File: src/rtl/fermat_factoriser_macros.svh
// Assertion macros used by the fermat_factoriser RTL.
`ifndef FERMAT_FACTORISER_MACROS_SVH
`define FERMAT_FACTORISER_MACROS_SVH

`ifndef NO_ASSERTIONS
// Same-cycle implication, checked on clk and disabled while rst_n is low.
`define FF_ASSERT_IMP(label, ante, cons, msg) \
  label: assert property (@(posedge clk) disable iff (!rst_n) (ante) |-> (cons)) \
    else $error(msg);
// Next-cycle implication, checked on clk and disabled while rst_n is low.
`define FF_ASSERT_NXT(label, ante, cons, msg) \
  label: assert property (@(posedge clk) disable iff (!rst_n) (ante) |=> (cons)) \
    else $error(msg);
`else
`define FF_ASSERT_IMP(label, ante, cons, msg)
`define FF_ASSERT_NXT(label, ante, cons, msg)
`endif

`endif

File: src/rtl/ferfac_pkg.sv
// Package with the widths and constants of the Fermat factoriser.
`default_nettype none
package ferfac_pkg;

  // Width of the modulus bits that take part in the search.
  localparam int MOD_WIDTH = 32;
  // Port widths fixed by the interface.
  localparam int IN_W    = 32;
  localparam int OUT_W   = 32;
  localparam int LIMIT_W = 32;

  localparam logic [LIMIT_W-1:0] LIMIT_RESET = 32'h8000_0000;

  // Serial datapath: one digit of DIGIT_W bits per cycle.
  localparam int DIGIT_W   = 4;
  // Working word: y can climb to the full limit, x and the residue need some headroom.
  localparam int WORD_W    = ((LIMIT_W + 4 + DIGIT_W - 1) / DIGIT_W) * DIGIT_W;
  localparam int NDIG      = WORD_W / DIGIT_W;
  localparam int DIG_CNT_W = $clog2(NDIG);

  // The square root consumes two modulus bits per iteration.
  localparam int SQ_W      = MOD_WIDTH + (MOD_WIDTH % 2);
  localparam int SQ_ITERS  = SQ_W / 2;
  localparam int SQ_CNT_W  = $clog2(SQ_ITERS);

endpackage
`default_nettype wire

File: src/rtl/fermat_factoriser.sv
// Fermat factoriser top level: digit-serial integer root and Fermat search.
//
// Takes one modulus word n and returns one result word: the factor pair (x+y, x-y)
// for the smallest y with n + y*y a perfect square x*x, or status 1 with zero
// factors when trial_limit values of y have gone by without a square. Everything
// runs through one 4-bit serial adder slice over 36-bit shift registers, so every
// arithmetic pass walks the word digit by digit after one setup or decision state.
// An item first takes the exact integer square root of n (16 passes), then one
// pass per search step, where a step advances either x or y by one, and finally
// one pass to form the two factors: x_end - floor(sqrt(n)) + y_end search steps
// in all, so the time depends strongly on the data. A modulus that is two
// mod four never hits a square and runs until y reaches trial_limit. One word is in
// flight at a time; a new word is taken while the previous result waits at the
// output register.
`default_nettype none
`include "fermat_factoriser_macros.svh"
module fermat_factoriser (
  input  wire logic                             clk,
  input  wire logic                             rst_n,
  input  wire logic                             cfg_we,
  input  wire logic [ferfac_pkg::LIMIT_W-1:0]   cfg_wdata,
  input  wire logic                             in_valid,
  output      logic                             in_ready,
  input  wire logic [ferfac_pkg::IN_W-1:0]      in_modulus,
  output      logic                             out_valid,
  input  wire logic                             out_ready,
  output      logic [ferfac_pkg::OUT_W-1:0]     out_factor_high,
  output      logic [ferfac_pkg::OUT_W-1:0]     out_factor_low,
  output      logic                             out_status
);

  typedef enum logic [2:0] {
    ST_IDLE,
    ST_SQ_PREP,
    ST_PASS,
    ST_DECIDE,
    ST_DONE
  } state_t;

  // What a serial pass computes.
  typedef enum logic [1:0] {
    OP_SQRT,   // r - (4x + 1): trial subtract of the root
    OP_XSTEP,  // r - (2x + 1), x + 1
    OP_YSTEP,  // r + (2y + 1), y + 1, t - 1
    OP_OUT     // x + y and x - y
  } op_t;

  state_t state_r, state_nxt;
  op_t    op_r, op_nxt, op_sel;

  logic [ferfac_pkg::LIMIT_W-1:0]   limit_r, limit_nxt;
  logic [ferfac_pkg::DIG_CNT_W-1:0] dig_cnt_r, dig_cnt_nxt;
  logic [ferfac_pkg::SQ_CNT_W-1:0]  sq_cnt_r, sq_cnt_nxt;

  // r = n + y*y - x*x, t = trials left; during a pass all rotate one digit per cycle.
  logic [ferfac_pkg::WORD_W-1:0] r_r, r_nxt;
  logic [ferfac_pkg::WORD_W-1:0] x_r, x_nxt;
  logic [ferfac_pkg::WORD_W-1:0] y_r, y_nxt;
  logic [ferfac_pkg::WORD_W-1:0] t_r, t_nxt;
  logic [ferfac_pkg::WORD_W-1:0] d_r, d_nxt;
  logic [ferfac_pkg::WORD_W-1:0] e_r, e_nxt;
  logic [ferfac_pkg::SQ_W-1:0]   n_r, n_nxt;

  logic r_zero_r, r_zero_nxt;
  logic r_neg_r, r_neg_nxt;
  logic tz_r, tz_nxt;
  logic found_r, found_nxt;
  logic zacc_r, zacc_nxt;
  logic tzacc_r, tzacc_nxt;
  logic c_main_r, c_main_nxt;
  logic c_aux_r, c_aux_nxt;
  logic c_t_r, c_t_nxt;
  logic [1:0] pv_r, pv_nxt;

  logic                           out_valid_r, out_valid_nxt;
  logic [ferfac_pkg::OUT_W-1:0]   out_factor_high_r, out_factor_high_nxt;
  logic [ferfac_pkg::OUT_W-1:0]   out_factor_low_r, out_factor_low_nxt;
  logic                           out_status_r, out_status_nxt;

  // Digit slice.
  logic [ferfac_pkg::DIGIT_W-1:0] rd, xd, yd, td, bsel, opd;
  logic [ferfac_pkg::DIGIT_W-1:0] a_main, b_main, sum_d;
  logic [ferfac_pkg::DIGIT_W-1:0] a_aux, b_aux, aux_d, t_d;
  logic [ferfac_pkg::DIGIT_W+1:0] ext;
  logic                           c_main_o, c_aux_o, c_t_o;
  logic                           last_dig, sum_neg, sum_zero;
  logic [1:0]                     top2;
  logic [ferfac_pkg::WORD_W-1:0]  full_sum, x_orig;

  assign rd   = r_r[ferfac_pkg::DIGIT_W-1:0];
  assign xd   = x_r[ferfac_pkg::DIGIT_W-1:0];
  assign yd   = y_r[ferfac_pkg::DIGIT_W-1:0];
  assign td   = t_r[ferfac_pkg::DIGIT_W-1:0];
  assign bsel = (op_r == OP_YSTEP) ? yd : xd;

  // The operand 2b+1 or 4b+1 is formed on the fly from the carried-over top bits.
  assign ext = {bsel, pv_r};
  assign opd = (op_r == OP_SQRT) ? ext[ferfac_pkg::DIGIT_W-1:0]
                                 : ext[ferfac_pkg::DIGIT_W:1];

  always_comb begin
    a_main = rd;
    b_main = ~opd;
    a_aux  = xd;
    b_aux  = '0;
    unique case (op_r) inside
      OP_SQRT, OP_XSTEP: begin
        b_main = ~opd;
      end
      OP_YSTEP: begin
        b_main = opd;
        a_aux  = yd;
      end
      OP_OUT: begin
        a_main = xd;
        b_main = yd;
        b_aux  = ~yd;
      end
      default: begin
        b_main = ~opd;
      end
    endcase
  end

  assign {c_main_o, sum_d} = {1'b0, a_main} + {1'b0, b_main}
                             + {{ferfac_pkg::DIGIT_W{1'b0}}, c_main_r};
  assign {c_aux_o, aux_d}  = {1'b0, a_aux} + {1'b0, b_aux}
                             + {{ferfac_pkg::DIGIT_W{1'b0}}, c_aux_r};
  assign {c_t_o, t_d}      = {1'b0, td} + {1'b0, {ferfac_pkg::DIGIT_W{1'b1}}}
                             + {{ferfac_pkg::DIGIT_W{1'b0}}, c_t_r};

  assign last_dig = (dig_cnt_r == ferfac_pkg::DIG_CNT_W'(ferfac_pkg::NDIG - 1));
  assign sum_neg  = sum_d[ferfac_pkg::DIGIT_W-1];
  assign sum_zero = !(zacc_r || (|sum_d));
  assign full_sum = {sum_d, d_r[ferfac_pkg::WORD_W-1:ferfac_pkg::DIGIT_W]};
  assign x_orig   = {xd, x_r[ferfac_pkg::WORD_W-1:ferfac_pkg::DIGIT_W]};
  assign top2     = n_r[ferfac_pkg::SQ_W-1 -: 2];

  always_comb begin
    state_nxt           = state_r;
    op_nxt              = op_r;
    op_sel              = OP_OUT;
    limit_nxt           = cfg_we ? cfg_wdata : limit_r;
    dig_cnt_nxt         = dig_cnt_r;
    sq_cnt_nxt          = sq_cnt_r;
    r_nxt               = r_r;
    x_nxt               = x_r;
    y_nxt               = y_r;
    t_nxt               = t_r;
    d_nxt               = d_r;
    e_nxt               = e_r;
    n_nxt               = n_r;
    r_zero_nxt          = r_zero_r;
    r_neg_nxt           = r_neg_r;
    tz_nxt              = tz_r;
    found_nxt           = found_r;
    zacc_nxt            = zacc_r;
    tzacc_nxt           = tzacc_r;
    c_main_nxt          = c_main_r;
    c_aux_nxt           = c_aux_r;
    c_t_nxt             = c_t_r;
    pv_nxt              = pv_r;
    out_valid_nxt       = out_valid_r && !out_ready;
    out_factor_high_nxt = out_factor_high_r;
    out_factor_low_nxt  = out_factor_low_r;
    out_status_nxt      = out_status_r;

    unique case (state_r)
      ST_IDLE: begin
        if (in_valid) begin
          n_nxt      = ferfac_pkg::SQ_W'(in_modulus[ferfac_pkg::MOD_WIDTH-1:0]);
          r_nxt      = '0;
          x_nxt      = '0;
          y_nxt      = '0;
          t_nxt      = ferfac_pkg::WORD_W'(limit_r);
          r_zero_nxt = 1'b1;
          r_neg_nxt  = 1'b0;
          tz_nxt     = (limit_r == '0);
          sq_cnt_nxt = '0;
          state_nxt  = ST_SQ_PREP;
        end
      end

      ST_SQ_PREP: begin
        // Bring down the next two bits of n into the partial remainder.
        r_nxt       = {r_r[ferfac_pkg::WORD_W-3:0], top2};
        n_nxt       = {n_r[ferfac_pkg::SQ_W-3:0], 2'b00};
        r_zero_nxt  = r_zero_r && (top2 == 2'b00);
        op_nxt      = OP_SQRT;
        c_main_nxt  = 1'b1;
        c_aux_nxt   = 1'b1;
        c_t_nxt     = 1'b0;
        pv_nxt      = 2'b01;
        zacc_nxt    = 1'b0;
        tzacc_nxt   = 1'b0;
        dig_cnt_nxt = '0;
        state_nxt   = ST_PASS;
      end

      ST_DECIDE: begin
        // The trial budget is checked before the square test: y must stay below it.
        if (tz_r) begin
          found_nxt = 1'b0;
          op_sel    = OP_OUT;
        end else if (r_zero_r) begin
          found_nxt = 1'b1;
          op_sel    = OP_OUT;
        end else if (r_neg_r) begin
          op_sel    = OP_YSTEP;
        end else begin
          op_sel    = OP_XSTEP;
        end
        op_nxt      = op_sel;
        c_main_nxt  = (op_sel == OP_XSTEP);
        c_aux_nxt   = 1'b1;
        c_t_nxt     = 1'b0;
        pv_nxt      = 2'b10;
        zacc_nxt    = 1'b0;
        tzacc_nxt   = 1'b0;
        dig_cnt_nxt = '0;
        state_nxt   = ST_PASS;
      end

      ST_PASS: begin
        r_nxt = {rd, r_r[ferfac_pkg::WORD_W-1:ferfac_pkg::DIGIT_W]};
        d_nxt = full_sum;
        e_nxt = {aux_d, e_r[ferfac_pkg::WORD_W-1:ferfac_pkg::DIGIT_W]};
        x_nxt = {(op_r == OP_XSTEP) ? aux_d : xd,
                 x_r[ferfac_pkg::WORD_W-1:ferfac_pkg::DIGIT_W]};
        y_nxt = {(op_r == OP_YSTEP) ? aux_d : yd,
                 y_r[ferfac_pkg::WORD_W-1:ferfac_pkg::DIGIT_W]};
        t_nxt = {(op_r == OP_YSTEP) ? t_d : td,
                 t_r[ferfac_pkg::WORD_W-1:ferfac_pkg::DIGIT_W]};
        c_main_nxt  = c_main_o;
        c_aux_nxt   = c_aux_o;
        c_t_nxt     = c_t_o;
        pv_nxt      = bsel[ferfac_pkg::DIGIT_W-1 -: 2];
        zacc_nxt    = !sum_zero;
        tzacc_nxt   = tzacc_r || (|t_d);
        dig_cnt_nxt = dig_cnt_r + ferfac_pkg::DIG_CNT_W'(1);

        if (last_dig) begin
          unique case (op_r) inside
            OP_SQRT: begin
              // Keep the difference only when the trial fitted; the root gains one bit.
              if (!sum_neg) begin
                r_nxt      = full_sum;
                r_zero_nxt = sum_zero;
              end
              x_nxt      = {x_orig[ferfac_pkg::WORD_W-2:0], !sum_neg};
              sq_cnt_nxt = sq_cnt_r + ferfac_pkg::SQ_CNT_W'(1);
              if (sq_cnt_r == ferfac_pkg::SQ_CNT_W'(ferfac_pkg::SQ_ITERS - 1)) begin
                state_nxt = ST_DECIDE;
              end else begin
                state_nxt = ST_SQ_PREP;
              end
            end
            OP_XSTEP, OP_YSTEP: begin
              r_nxt      = full_sum;
              r_zero_nxt = sum_zero;
              r_neg_nxt  = sum_neg;
              if (op_r == OP_YSTEP) begin
                tz_nxt = !(tzacc_r || (|t_d));
              end
              state_nxt = ST_DECIDE;
            end
            OP_OUT: begin
              state_nxt = ST_DONE;
            end
            default: begin
              state_nxt = ST_DECIDE;
            end
          endcase
        end
      end

      ST_DONE: begin
        if (!out_valid_r || out_ready) begin
          out_valid_nxt       = 1'b1;
          out_factor_high_nxt = found_r ? d_r[ferfac_pkg::OUT_W-1:0] : '0;
          out_factor_low_nxt  = found_r ? e_r[ferfac_pkg::OUT_W-1:0] : '0;
          out_status_nxt      = !found_r;
          state_nxt           = ST_IDLE;
        end
      end

      default: begin
        state_nxt = ST_IDLE;
      end
    endcase
  end

  always_ff @(posedge clk) begin
    if (!rst_n) begin
      state_r     <= ST_IDLE;
      op_r        <= OP_SQRT;
      limit_r     <= ferfac_pkg::LIMIT_RESET;
      dig_cnt_r   <= '0;
      sq_cnt_r    <= '0;
      r_neg_r     <= 1'b0;
      out_valid_r <= 1'b0;
    end else begin
      state_r           <= state_nxt;
      op_r              <= op_nxt;
      limit_r           <= limit_nxt;
      dig_cnt_r         <= dig_cnt_nxt;
      sq_cnt_r          <= sq_cnt_nxt;
      r_neg_r           <= r_neg_nxt;
      out_valid_r       <= out_valid_nxt;
      r_r               <= r_nxt;
      x_r               <= x_nxt;
      y_r               <= y_nxt;
      t_r               <= t_nxt;
      d_r               <= d_nxt;
      e_r               <= e_nxt;
      n_r               <= n_nxt;
      r_zero_r          <= r_zero_nxt;
      tz_r              <= tz_nxt;
      found_r           <= found_nxt;
      zacc_r            <= zacc_nxt;
      tzacc_r           <= tzacc_nxt;
      c_main_r          <= c_main_nxt;
      c_aux_r           <= c_aux_nxt;
      c_t_r             <= c_t_nxt;
      pv_r              <= pv_nxt;
      out_factor_high_r <= out_factor_high_nxt;
      out_factor_low_r  <= out_factor_low_nxt;
      out_status_r      <= out_status_nxt;
    end
  end

  assign in_ready        = (state_r == ST_IDLE);
  assign out_valid       = out_valid_r;
  assign out_factor_high = out_factor_high_r;
  assign out_factor_low  = out_factor_low_r;
  assign out_status      = out_status_r;

  `FF_ASSERT_NXT(a_accept_starts_root, in_valid && in_ready, state_r == ST_SQ_PREP, "accepted word did not start the root")
  `FF_ASSERT_IMP(a_root_rem_nonneg, state_r == ST_SQ_PREP || (state_r == ST_PASS && op_r == OP_SQRT), !r_neg_r, "residue negative during the root")
  `FF_ASSERT_IMP(a_miss_is_zero, out_valid_r && out_status_r, out_factor_high_r == '0 && out_factor_low_r == '0, "miss result carries factors")
  `FF_ASSERT_IMP(a_found_order, out_valid_r && !out_status_r, out_factor_high_r >= out_factor_low_r, "factors out of order")

endmodule
`default_nettype wire
File: config.mk
export PLATFORM = sky130hd
export DESIGN_NAME = fermat_factoriser
export DESIGN_NICKNAME = d
export VERILOG_FILES = /design/src/rtl/ferfac_pkg.sv /design/src/rtl/fermat_factoriser.sv
export VERILOG_INCLUDE_DIRS = /design/src /design/src/rtl
export SDC_FILE = /design/constraint.sdc
export NUM_CORES = 1
export LEC_CHECK = 0
export ABC_CLOCK_PERIOD_IN_PS = 4900
export BUFFER_PORTS_ARGS = -buffer_cell sky130_fd_sc_hd__buf_2
export CAP_MARGIN = 15
export CORE_MARGIN = 8
export CORE_UTILIZATION = 48
export CTS_CLUSTER_SIZE = 10
export DETAILED_ROUTE_END_ITERATION = 6
export MAX_ROUTING_LAYER = met4
export PLACE_DENSITY = 0.73
export SLEW_MARGIN = 20
export SYNTH_ARGS = -nofsm -noshare
export SYNTH_HDL_FRONTEND = slang
export SYNTH_SLANG_ARGS = --single-unit
File: constraint.sdc
create_clock -name clk -period 4.9 [get_ports clk]
set_input_delay 0.245 -clock clk [delete_from_list [all_inputs] [get_ports clk]]
set_output_delay 0.245 -clock clk [all_outputs]
set_load 0.05 [all_outputs]
==> results.cfg, run 1 <==
[routing]
routed_wl_mm = 35.7
dr.first_iter.drc_count = 1068
wire_per_inst_um = 17.7
via_per_inst = 5.67
drc = 0
ant_nets = 0
vias = 11400
drt_pass1_iterations = 5

[timing]
drv_slew = 0
slew_headroom_pct = 28.9
setup_violations = 0
finalCritPeriodShare_pct = 77.4
worst_pin_slew_ps = 1070
skew_ps = 17.4
worst_slack_ps = 1110
fmax_ghz = 0.264
final_hold_viol_count = 0
min_period_ps = 3790
fin_tns_setup_ps = 0
rsz0062_at_grt = no

[min_path]
hp-class = input pin to flop
worstHoldStart = in_modulus[21]

[critical_path]
arrival_ps = 4060
path_class = flop to flop
required_ps = 5170
crit_top_cell = ha_1
critPathTopFamily = simple AND/OR/NAND/NOR gates
critical_path.cell_chain = inv_1, ha_1, mux2_2, o211a_1, o21ai_0, nand2_1, ha_1, and3b_1, o21ai_4, nand2_2, buf_12, or3_1, a32o_1
critPathCapture = r_r[15]
rr_endpoint = r_r[15]
critPathLaunchType = flop
cp_slowest_cell = mux2_2
crit_cells = 13
crit_path_start = op_r[0]
r2r_slack_ps = 1110
reg2reg_depth = 13
crit_path_end_kind = flop
cp_num_buf_inv = 2
slowest_delay_ps = 410
reg2reg_from = op_r[0]
crit_path_max_fanout = 22

[yosys]
ys_seq_elements = 370
synth_cells = 1399
ys_seq_area_share_pct = 63.4
synth_nets = 1490
synth_common_cells = 323 x edfxtp_1, 251 x nand2_1, 72 x and2_1, 72 x nor2_1, 69 x clkbuf_1
synth_top_cell_area_share_pct = 57.8
syn_area_mm2 = 0.0168
synth-warning-count = 0
synth_area_per_cell_um2 = 12.0
synthFlopType = edfxtp_1
yosys.cell_types.count = 59
synth_edf_count = 323
ys_async_sr_fraction_pct = 0
yosysTopAreaCell = edfxtp_1
ys_top_cells_by_area = edfxtp_1 58%, nand2_1 5.6%, dfxtp_1 5.6%
synth.most_common_cell = edfxtp_1

[global_route]
grt_pass1_vias = 11200
antenna_found_initial = 1
grt_pass1_wl_mm = 57.7
grt.total_usage_pct = 17.3
overflow = 0
grt_start_max_net_pins = 78

[placed_design]
detailed_place_hpwl_mm = 21.8
gp_congestion = 0.884
post_dp_cell_area_mm2 = 0.0179
io_buffers = 135
dpl_worst_slack_ps = 1160

[clocking]
clk_latency_ps = 530
h-tree-depth = 2
clkTransAtPathRegs_ps = 50
post_cts_resized = 0
cts-root-buf = clkbuf_16
cts_tree = done
clk_path_buf_depth = 3
cts.sinks = 370
numCtsBuffers = 43

[power_and_ir_drop]
p_leak_nw = 7.04
power_density_mw_per_mm2 = 365
total_power_w = 0.00710
ir_drop_v = 0.000213

[final_layout]
area_delta_synth_final_pct = 16.0
final_layout_size_suffix_gt1_share_pct = 16.6
fin_area_mm2 = 0.0195
fin_util_pct = 56.5
nNetsFinal = 1632

[floorplan]
ioPinCount = 136
die_y_um = 203
core_area_mm2 = 0.0345
die_area_mm2 = 0.0412
die_w_um = 203
initial_core_util_pct = 48.7
rows = 68

[job]
max-cap-violations = 0

[run_status]
status = complete, no violations
-- cell usage in the layout (no fill, tap or decap), drive strengths merged, types with 18 or more instances in the layout --
| cell | Yosys | routed |
|---|---|---|
| and2 | 72 | 72 |
| mux2i | 42 | 42 |
| nor2b | 46 | 46 |
| o21ai | 55 | 55 |
| clkbuf | 70 | 62 |
| or3 | 33 | 33 |
| dfxtp | 47 | 47 |
| nand2 | 252 | 252 |
| dlygate4sd3 | 0 | 35 |
| nor2 | 73 | 73 |
| and3 | 34 | 34 |
| nor4b | 31 | 31 |
| a21oi | 41 | 41 |
| inv | 22 | 22 |
| buf | 28 | 160 |
| edfxtp | 323 | 323 |
| ha | 18 | 18 |
| a32o | 33 | 33 |
| a311oi | 31 | 31 |
| mux2 | 36 | 36 |
-- stage by stage --
stage                     hold slack, ps  std cells
after floorplan                      374       1399
after global placement               407       1914
after detailed placement             410       1914
after CTS                           2.35       2014
after global routing                4.56       2017
final                               19.7       2017
-- worst register-to-register path, cell delays in order (launching register included) --
cell,delay [ps]
dfxtp_1,350
inv_1,140
ha_1,240
mux2_2,410
o211a_1,230
o21ai_0,150
nand2_1,90
ha_1,380
and3b_1,250
o21ai_4,210
nand2_2,270
buf_12,260
or3_1,350
a32o_1,230
-- report_power, final --
group	internal [W]	switching (W)
Clock	0.00162	0.00116
Combinational	0.000249	0.000396
Sequential	0.00359	0.0000877
Total	0.00546	0.00164
-- state kept, by name, indices dropped and copies added (netlist names), 32 cells and up --
signal           flops
d_r                 36
e_r                 36
r_r                 36
t_r                 36
x_r                 36
y_r                 36
limit_r             32
n_r                 32
out_factor_high     32
out_factor_low      32
-- how the worst min path moves through the flow --
stage	endpoint	slack, ps	cells past startpoint
after floorplan	limit_r[31]	370	2
after global routing	n_r[17]	5	2
after detailed placement	e_r[31]	410	0
final	n_r[21]	20	2
after CTS	n_r[5]	2	2
after global placement	e_r[29]	410	0
-- layer usage --
| metal | up-vias | wire (um) | track usage [%] |
|---|---|---|---|
| met5 | - | 0 | - |
| li1 | 5400 | - | - |
| met3 | 69 | 2540 | 3.32 |
| met1 | 5538 | 14900 | 21.5 |
| met2 | 420 | 17600 | 28.8 |
| met4 | 0 | 681 | 4.66 |
-- logic make-up (layout without fill, tap and decap cells) --
kind of cell / count (synthesis) / after routing / share of synthesized area, %
AO/OA/AOI/OAI: 200 / 200 / 8.35
XOR/XNOR: 7 / 7 / 0.365
adder cells (fa/ha/maj): 22 / 22 / 1.82
buffers and inverters: 120 / 282 / 2.98
flip-flops: 370 / 370 / 63.4
multiplexers: 78 / 78 / 4.92
other: 0 / 1 / 0
AND/OR/NAND/NOR: 602 / 602 / 18.1
-- final cells by class --
type | count | area, um2
diodes | 1 | 2.50
well taps | 455 | 569
repair buffers | 195 | 1270
inverters | 22 | 82.6
clock buffers | 62 | 1160
clock inverters | 3 | 37.5
flip-flops and latches | 370 | 10600
multi-input cells | 909 | 5690
fillers | 2847 | 15000
-- what timing repair did --
item / 4_1_cts / 5_1_grt
setup buffers: 0 / 0
hold endpoints to repair: 35 / 0
hold buffers: 35 / 0
No activity file was read; power rests on OpenSTA's default activity.
==> inputs of run 2 (changes only) <==
--- a/config.mk
+++ b/config.mk
@@ -6,7 +6,7 @@
 export SDC_FILE = /design/constraint.sdc
 export NUM_CORES = 1
 export LEC_CHECK = 0
-export ABC_CLOCK_PERIOD_IN_PS = 4900
+export ABC_CLOCK_PERIOD_IN_PS = 3100
 export BUFFER_PORTS_ARGS = -buffer_cell sky130_fd_sc_hd__buf_2
 export CAP_MARGIN = 15
 export CORE_MARGIN = 8
@@ -14,7 +14,7 @@
 export CTS_CLUSTER_SIZE = 10
 export DETAILED_ROUTE_END_ITERATION = 6
 export MAX_ROUTING_LAYER = met4
-export PLACE_DENSITY = 0.73
+export PLACE_DENSITY = 0.76
 export SLEW_MARGIN = 20
 export SYNTH_ARGS = -nofsm -noshare
 export SYNTH_HDL_FRONTEND = slang
==> constraint.sdc (replaced) <==
create_clock -name clk -period 3.1 [get_ports clk]
set_input_delay 0.155 -clock clk [delete_from_list [all_inputs] [get_ports clk]]
set_output_delay 0.155 -clock clk [all_outputs]
set_load 0.05 [all_outputs]
==> run 2 against run 1 <==
  * The flow now finishes with violations (negative setup slack)
  * Largest power group unchanged
  * Power up 63%
  * Global-route usage up 0.77 points
  * Via count grew 3.6%
  * Critical endpoint is now r_r[5]
  * First-iteration DRC count rose by 9.2%
  * Non-clock buffer count up 84
  * Clock power grew 63%
  * Clock-buffer cell count shrank 1
  * Largest cell class unchanged
==> results.cfg, run 2 (synthesis gave the netlist of run 1 again) <==
[run_status]
status = complete, but fails checks
violations = negative setup slack

[routing]
wire_per_inst_um = 17.9
drt_pass1_iterations = 5
via_per_inst = 5.64
ant_nets = 0
drc = 0
routed_wl_mm = 37.6
vias = 11800
dr.first_iter.drc_count = 1166

[critical_path]
arrival_ps = 3640
required_ps = 3390
crit_path_max_fanout = 13
crit_path_end_kind = flop
r2r_slack_ps = -240
reg2reg_from = op_r[0]
path_class = flop to flop
reg2reg_depth = 15
critPathLaunchType = flop
rr_endpoint = r_r[5]

[final_layout]
n_antenna_cell = 0
mostFrequentLayoutCell = edfxtp_1
nNetsFinal = 1716
area_delta_synth_final_pct = 22.4
stdcell_count = 2098
final_layout_size_suffix_gt1_share_pct = 21.0
fin_area_mm2 = 0.0205
fin_util_pct = 59.6
final_cell_mix = 323 x edfxtp_1, 249 x nand2_1, 135 x buf_2

[min_path]
worstHoldStart = in_valid
hp-class = input pin to flop
hold_end = state_r[0]
holdPathStages = 4

[placed_design]
post_dp_cell_area_mm2 = 0.0183
gp_congestion = 0.848
numPlacedInstances = 1955
io_buffers = 135
detailed_place_hpwl_mm = 22.9

[floorplan]
ioPinCount = 136
core_area_mm2 = 0.0345
rows = 68
die_w_um = 203
initial_core_util_pct = 48.7
die_y_um = 203
die_area_mm2 = 0.0412

[timing]
fmax_ghz = 0.299
worst_pin_slew_ps = 937
rsz0062_at_grt = yes
setup_violations = 35
skew_ps = 39.9
min_period_ps = 3340
finalCritPeriodShare_pct = 108
worst_slack_ps = -243
final_hold_viol_count = 0
slew_headroom_pct = 37.5
drv_slew = 0

[power_and_ir_drop]
ir_drop_v = 0.000442
total_power_w = 0.0116
power_density_mw_per_mm2 = 564
p_int_w = 0.00888
seqPwrFrac_pct = 50.1
p_clk_share_pct = 39.1
p_leak_nw = 7.53
p_sw_w = 0.00271
comb_power_share_pct = 10.8
switching_share_pct = 23.4

[clocking]
cts_tree = done
clkTransAtPathRegs_ps = 60
cts.sinks = 370
h-tree-depth = 2
clk_path_buf_depth = 3
numCtsBuffers = 43
clk_latency_ps = 560
cts-root-buf = clkbuf_16

[global_route]
global_route.usage.met1_pct = 21.7
grt_pass1_vias = 12100
grt.total_usage_pct = 18.0
met2_usage_pct = 30.1
busiest_layer = met2
overflow = 0
grt_pass1_wl_mm = 60.2
use_met3_pct = 3.12
grt_start_max_net_pins = 81
antenna_found_initial = 0

[job]
max-cap-violations = 0
run 2: final cells by class:
type,instances,area (um2)
Timing Repair Buffer,279,2100
Inverter,22,87.6
Fill cell,2666,13900
Sequential cell,370,10600
Multi-Input combinational cell,909,5890
Tap cell,455,569
Clock buffer,61,1190
Clock inverter,2,46.3
run 2: through the flow:
stage / setup TNS [ps] / setup slack, ps / hold WS (ps)
floorplan: -2780 / -134 / 284
global placement: -1900 / -146 / 377
detailed placement: -8370 / -304 / 379
CTS: -2360 / -118 / 46.4
global route: -9050 / -307 / 92.0
finish: -6330 / -243 / 72.5
run 2: metal layers:
| metal | routed length [um] | share of wire (%) | up-vias |
|---|---|---|---|
| li1 | - | - | 5566 |
| met1 | 15300 | 41 | 5753 |
| met2 | 18900 | 50 | 432 |
| met3 | 2270 | 6.0 | 87 |
| met4 | 1120 | 3.0 | 0 |
| met5 | 0 | 0 | - |
run 2: how the worst max path moves through the flow:
stage,endpoint,cells after the start,from,slack (ps)
after floorplan,r_r[17],15,op_r[0],-130
after global placement,r_r[34],14,op_r[0],-150
after detailed placement,r_r[21],13,op_r[1],-300
after CTS,r_r[5],14,op_r[0],-120
after global routing,r_r[21],14,op_r[0],-310
final,r_r[5],15,op_r[0],-240
run 2: power by group through the flow:
stage	clock (W)	combinational (W)	sequential [W]
6_report	0.00453	0.00126	0.00580
5_1_grt	0.00480	0.00136	0.00582
4_1_cts	0.00462	0.00116	0.00580
3_5_place_dp	0	0.00107	0.00590
3_3_place_gp	0	0.00104	0.00589
2_1_floorplan	0	0.000727	0.00585
run 2: timing repair:
item / 4_1_cts / 5_1_grt
gates cloned: 0 / 2
endpoints found under the hold margin: 67 / 0
resized for setup: 16 / 25
setup endpoints to repair: 38 / 38
pin swaps: 3 / 13
hold buffers: 68 / 0
setup buffers: 3 / 7
run 2: worst max-delay path, cell delays in order, from the launching register on:
cell and delay, ps:
dfxtp_2 330, inv_4 80, ha_4 180, mux2i_4 260, buf_6 130, nand2_2 60, o211a_1 170, o21ai_1 170
nand2_1 120, ha_4 250, a21o_1 200, o21ai_4 200, nand2_4 120, buf_12 170, or3_1 370, a32o_1 260
